[config.mk]
export PLATFORM = sky130hd
export DESIGN_NAME = cau_div_step
export DESIGN_NICKNAME = d
export VERILOG_FILES = /design/src/hw/rtl/cau_div_step.sv
export SDC_FILE = /design/constraint.sdc
export NUM_CORES = 1
export LEC_CHECK = 0
export ABC_AREA = 1
export BUFFER_PORTS_ARGS = -buffer_cell sky130_fd_sc_hd__buf_2
export CAP_MARGIN = 20
export CORE_MARGIN = 8
export CORE_UTILIZATION = 50
export CTS_CLUSTER_SIZE = 25
export DETAILED_ROUTE_END_ITERATION = 16
export GPL_TIMING_DRIVEN = 0
export PLACE_DENSITY = 0.76
export RECOVER_POWER = 100
export SYNTH_ARGS = -nofsm -noshare
export SYNTH_HDL_FRONTEND = slang
export SYNTH_SLANG_ARGS = --single-unit
[constraint.sdc]
create_clock -name clk -period 2.9 [get_ports clk]
set_input_delay 0.725 -clock clk [delete_from_list [all_inputs] [get_ports clk]]
set_output_delay 0.725 -clock clk [all_outputs]
set_load 0.03 [all_outputs]
[src/hw/rtl/cau_div_step.sv]
// One restoring-division step for both quotient lanes, with sideband carried along.
module cau_div_step #(
  parameter int RW    = 48,
  parameter int DENW  = 32,
  parameter int QW    = 16,
  parameter int SHIFT = 0,
  parameter int SW    = 8
) (
  input  logic            clk,
  input  logic            rst,
  input  logic            en,
  input  logic            in_valid,
  input  logic [RW-1:0]   in_rem_re,
  input  logic [RW-1:0]   in_rem_im,
  input  logic [QW-1:0]   in_q_re,
  input  logic [QW-1:0]   in_q_im,
  input  logic [DENW-1:0] in_den,
  input  logic [SW-1:0]   in_side,
  output logic            out_valid,
  output logic [RW-1:0]   out_rem_re,
  output logic [RW-1:0]   out_rem_im,
  output logic [QW-1:0]   out_q_re,
  output logic [QW-1:0]   out_q_im,
  output logic [DENW-1:0] out_den,
  output logic [SW-1:0]   out_side
);

  logic [RW-1:0] dsh;
  logic          ge_re, ge_im;

  assign dsh   = RW'(in_den) << SHIFT;
  assign ge_re = (in_rem_re >= dsh);
  assign ge_im = (in_rem_im >= dsh);

  always_ff @(posedge clk) begin
    if (rst) begin
      out_valid <= 1'b0;
    end else if (en) begin
      out_valid <= in_valid;
    end
  end

  always_ff @(posedge clk) begin
    if (en) begin
      out_rem_re <= ge_re ? in_rem_re - dsh : in_rem_re;
      out_rem_im <= ge_im ? in_rem_im - dsh : in_rem_im;
      out_q_re   <= in_q_re | (QW'(ge_re) << SHIFT);
      out_q_im   <= in_q_im | (QW'(ge_im) << SHIFT);
      out_den    <= in_den;
      out_side   <= in_side;
    end
  end

endmodule

==> results.ini <==
[final_layout]
drive_gt1_share_pct = 10.7
finalCoreUtilization_pct = 60.6
fin_nets = 2539
syn2layout_area_growth_pct = 18.8

[place]
globalplace.congestion = 1.02
io_buffer_count = 340
post-place-ws_ps = -414
dpl.hpwl_mm = 42.6

[die]
initial_utilization_pct = 51.0
pin_count = 341
die_w_um = 179
rows = 59
die-area_mm2 = 0.0320
core_area_mm2 = 0.0261
die_h_um = 179

[sta]
setup_ws_ps = 57.1
skew_ps = 0
hold_ws_ps = 438
fin_crit_sh_pct = 98.0
fmax_ghz = 0.352
slew_viol_final = 0
tightest_slew_ps = 1500
relSlewSlack_pct = 0.0885
setup_viol = 0
hold_viol_final = 0
fin_setup_tns_ps = 0
fin_crit_ps = 2840

[power_and_ir_drop]
powerDensity_mw_per_mm2 = 512
ir_drop_mv = 0.431
leakagePower_nw = 7.94

[synthesis]
synth_top_flop_cell = edfxtp_1
synth_area_leaders = edfxtp_1 (38%), nand2_1 (21%), inv_1 (11%)
syn_inst = 1937
synth_warnings = 0
syn_nets = 2175
yosysMostFrequentCell = nand2_1
synth_edf_count = 168
syn_avg_cell_area_um2 = 6.86
synth_area_leader_cell = edfxtp_1
netlist_area_mm2 = 0.0133
ys_ff_latch = 169
async_flop_share_pct = 0
synth_top_area_share_pct = 38.0
synth.distinct_cells = 38
synth_commonest_cells = nand2_1 (757), inv_1 (394), edfxtp_1 (168)
synth_seq_area_share_pct = 38.1

[worst_hold_path]
hold_start = in_q_re[1]
min_path_cells = 1
min_to = out_q_re[1]$_DFFE_PP_
hold_path_class = input pin to flip-flop

[global_route]
groute.usage.overall_pct = 30.7
grt_pass1_wl_mm = 74.2
antenna_found_initial = 4
grt-ovfl-total = 0
grt_max_degree = 106
grt_pass1_vias = 13500

[routing]
via_per_inst = 5.19
wl_per_cell_um = 19.1
drt_iter0_drc = 1069
ant_nets = 0
drcViolationCount = 0
routed_wl_mm = 50.7
firstDrtPassIters = 9
vias = 13800

[setup_path]
r2r_cells = 2
arrival_ps = 3120
r2r-start = out_valid$_SDFFE_PP0P_
ff2ff_setup_slack_ps = 2290
cp-end-kind = flip-flop
start_kind = input pin
r2r_end = out_valid$_SDFFE_PP0P_
cp_data_required_time_ps = 3170
cp_max_fo = 10
crit_type = input pin to flip-flop

[clock_network]
clkTransAtPathRegs_ps = 90
clockBufferDepth = 2
clk_latency_ps = 450
numCtsBuffers = 17
htree_levels = 4
cts_sinks = 169
cts_tree = yes
ctsHoldBuffers = 0
root_buffer = clkbuf_16

[job]
maxCapViolCount = 0

[run_status]
status = finished, final reports clean

==> through the flow <==
| step | std cells | total power [mW] | instance area (um2) |
|---|---|---|---|
| 4_1_cts | 2645 | 8.18 | 16100 |
| 3_3_place_gp | 2612 | 5.61 | 15400 |
| 2_1_floorplan | 1937 | 4.76 | 13300 |
| 5_1_grt | 2653 | 8.41 | 15800 |
| 6_report | 2653 | 8.07 | 15800 |
| 3_5_place_dp | 2613 | 5.65 | 15400 |
==> kinds of logic (layout without fill, tap and decap cells) <==
logic type / Yosys count / in the layout / share of synthesized area (%)
AOI/OAI and AO/OA: 122 / 122 / 5.36
xor gates and xnor gates: 39 / 39 / 2.57
adders and majority gates: 66 / 66 / 6.33
buffers and inverters: 414 / 790 / 12.4
DFF: 169 / 169 / 38.1
muxes: 1 / 1 / 0.0754
other: 0 / 4 / 0
and+or+nand+nor: 1126 / 1127 / 35.2
==> routing by layer <==
layer | global-route usage, % | share of wire, %
met1 | 34.9 | 39
met3 | 5.03 | 7.2
met4 | 14.5 | 4.2
met2 | 55.1 | 50
met5 | 0 | 0
==> where the power goes <==
part | switching [mW] | leakage (nW) | internal, mW
Clock | 1.31 | 0.312 | 1.23
Combinational | 1.79 | 5.98 | 0.648
Sequential | 0.0819 | 1.65 | 3.02
Total | 3.18 | 7.94 | 4.89
==> area by class of cell <==
cell class / instances / area (um2)
Fill cell: 2675 / 10300
Antenna cell: 4 / 10.0
Clock inverter: 15 / 220
Timing Repair Buffer: 344 / 1500
Buffer: 17 / 129
Tap cell: 335 / 419
Inverter: 397 / 1500
Sequential cell: 169 / 5060
Multi-Input combinational cell: 1355 / 6520
Clock buffer: 17 / 425
==> cells in the final DEF (no fill, tap or decap), types with 5 or more instances in the layout <==
master and count:
xnor2_1 31, a21oi_1 50, edfxtp_1 168, nor2_1 147, o21ai_1 14, inv_12 5, nor2_2 9, clkbuf_16 17
nand2_1 766, nand2_2 8, o21ai_0 39, nand4_1 31, clkbuf_1 189, inv_1 393, buf_4 7, a21oi_2 11
ha_1 64, buf_2 154, nor3_1 25, nand3b_1 16, xor2_1 8, buf_6 6, nand3_1 109
==> flip-flops by register name (all words and copies together), names as in the netlist <==
signal and flops:
out_rem_re 48, out_rem_im 48, out_valid 1, out_q_im 16, out_side 8, out_den 32, out_q_re 16
==> critical path, cell delays in order <==
cell	delay (ps)
clkbuf_1	240
inv_1	150
ha_1	380
nand2_1	140
nor2_1	330
nand2_1	150
nor2_2	170
a21oi_2	120
nand3_4	200
inv_6	90
buf_4	200
o21ai_0	200
==> worst max path at each step <==
| stage | startpoint | to | slack, ps | cells after the start |
|---|---|---|---|---|
| 4_1_cts | in_den[0] | out_rem_im[18]$_DFFE_PP_ | 50 | 16 |
| 3_3_place_gp | en | out_valid$_SDFFE_PP0P_ | -1010 | 3 |
| 5_1_grt | in_den[0] | out_rem_re[18]$_DFFE_PP_ | -0.9 | 16 |
| 3_5_place_dp | in_den[0] | out_rem_im[12]$_DFFE_PP_ | -410 | 16 |
| 6_report | in_den[18] | out_rem_im[3]$_DFFE_PP_ | 60 | 12 |
| 2_1_floorplan | in_rem_re[0] | out_rem_re[21]$_DFFE_PP_ | 250 | 17 |
==> what timing repair did <==
action	4_1_cts	5_1_grt
setup endpoints to repair	0	21
gates resized for setup	0	1
setup buffers	0	3
Power figures use the tool's default switching activity.
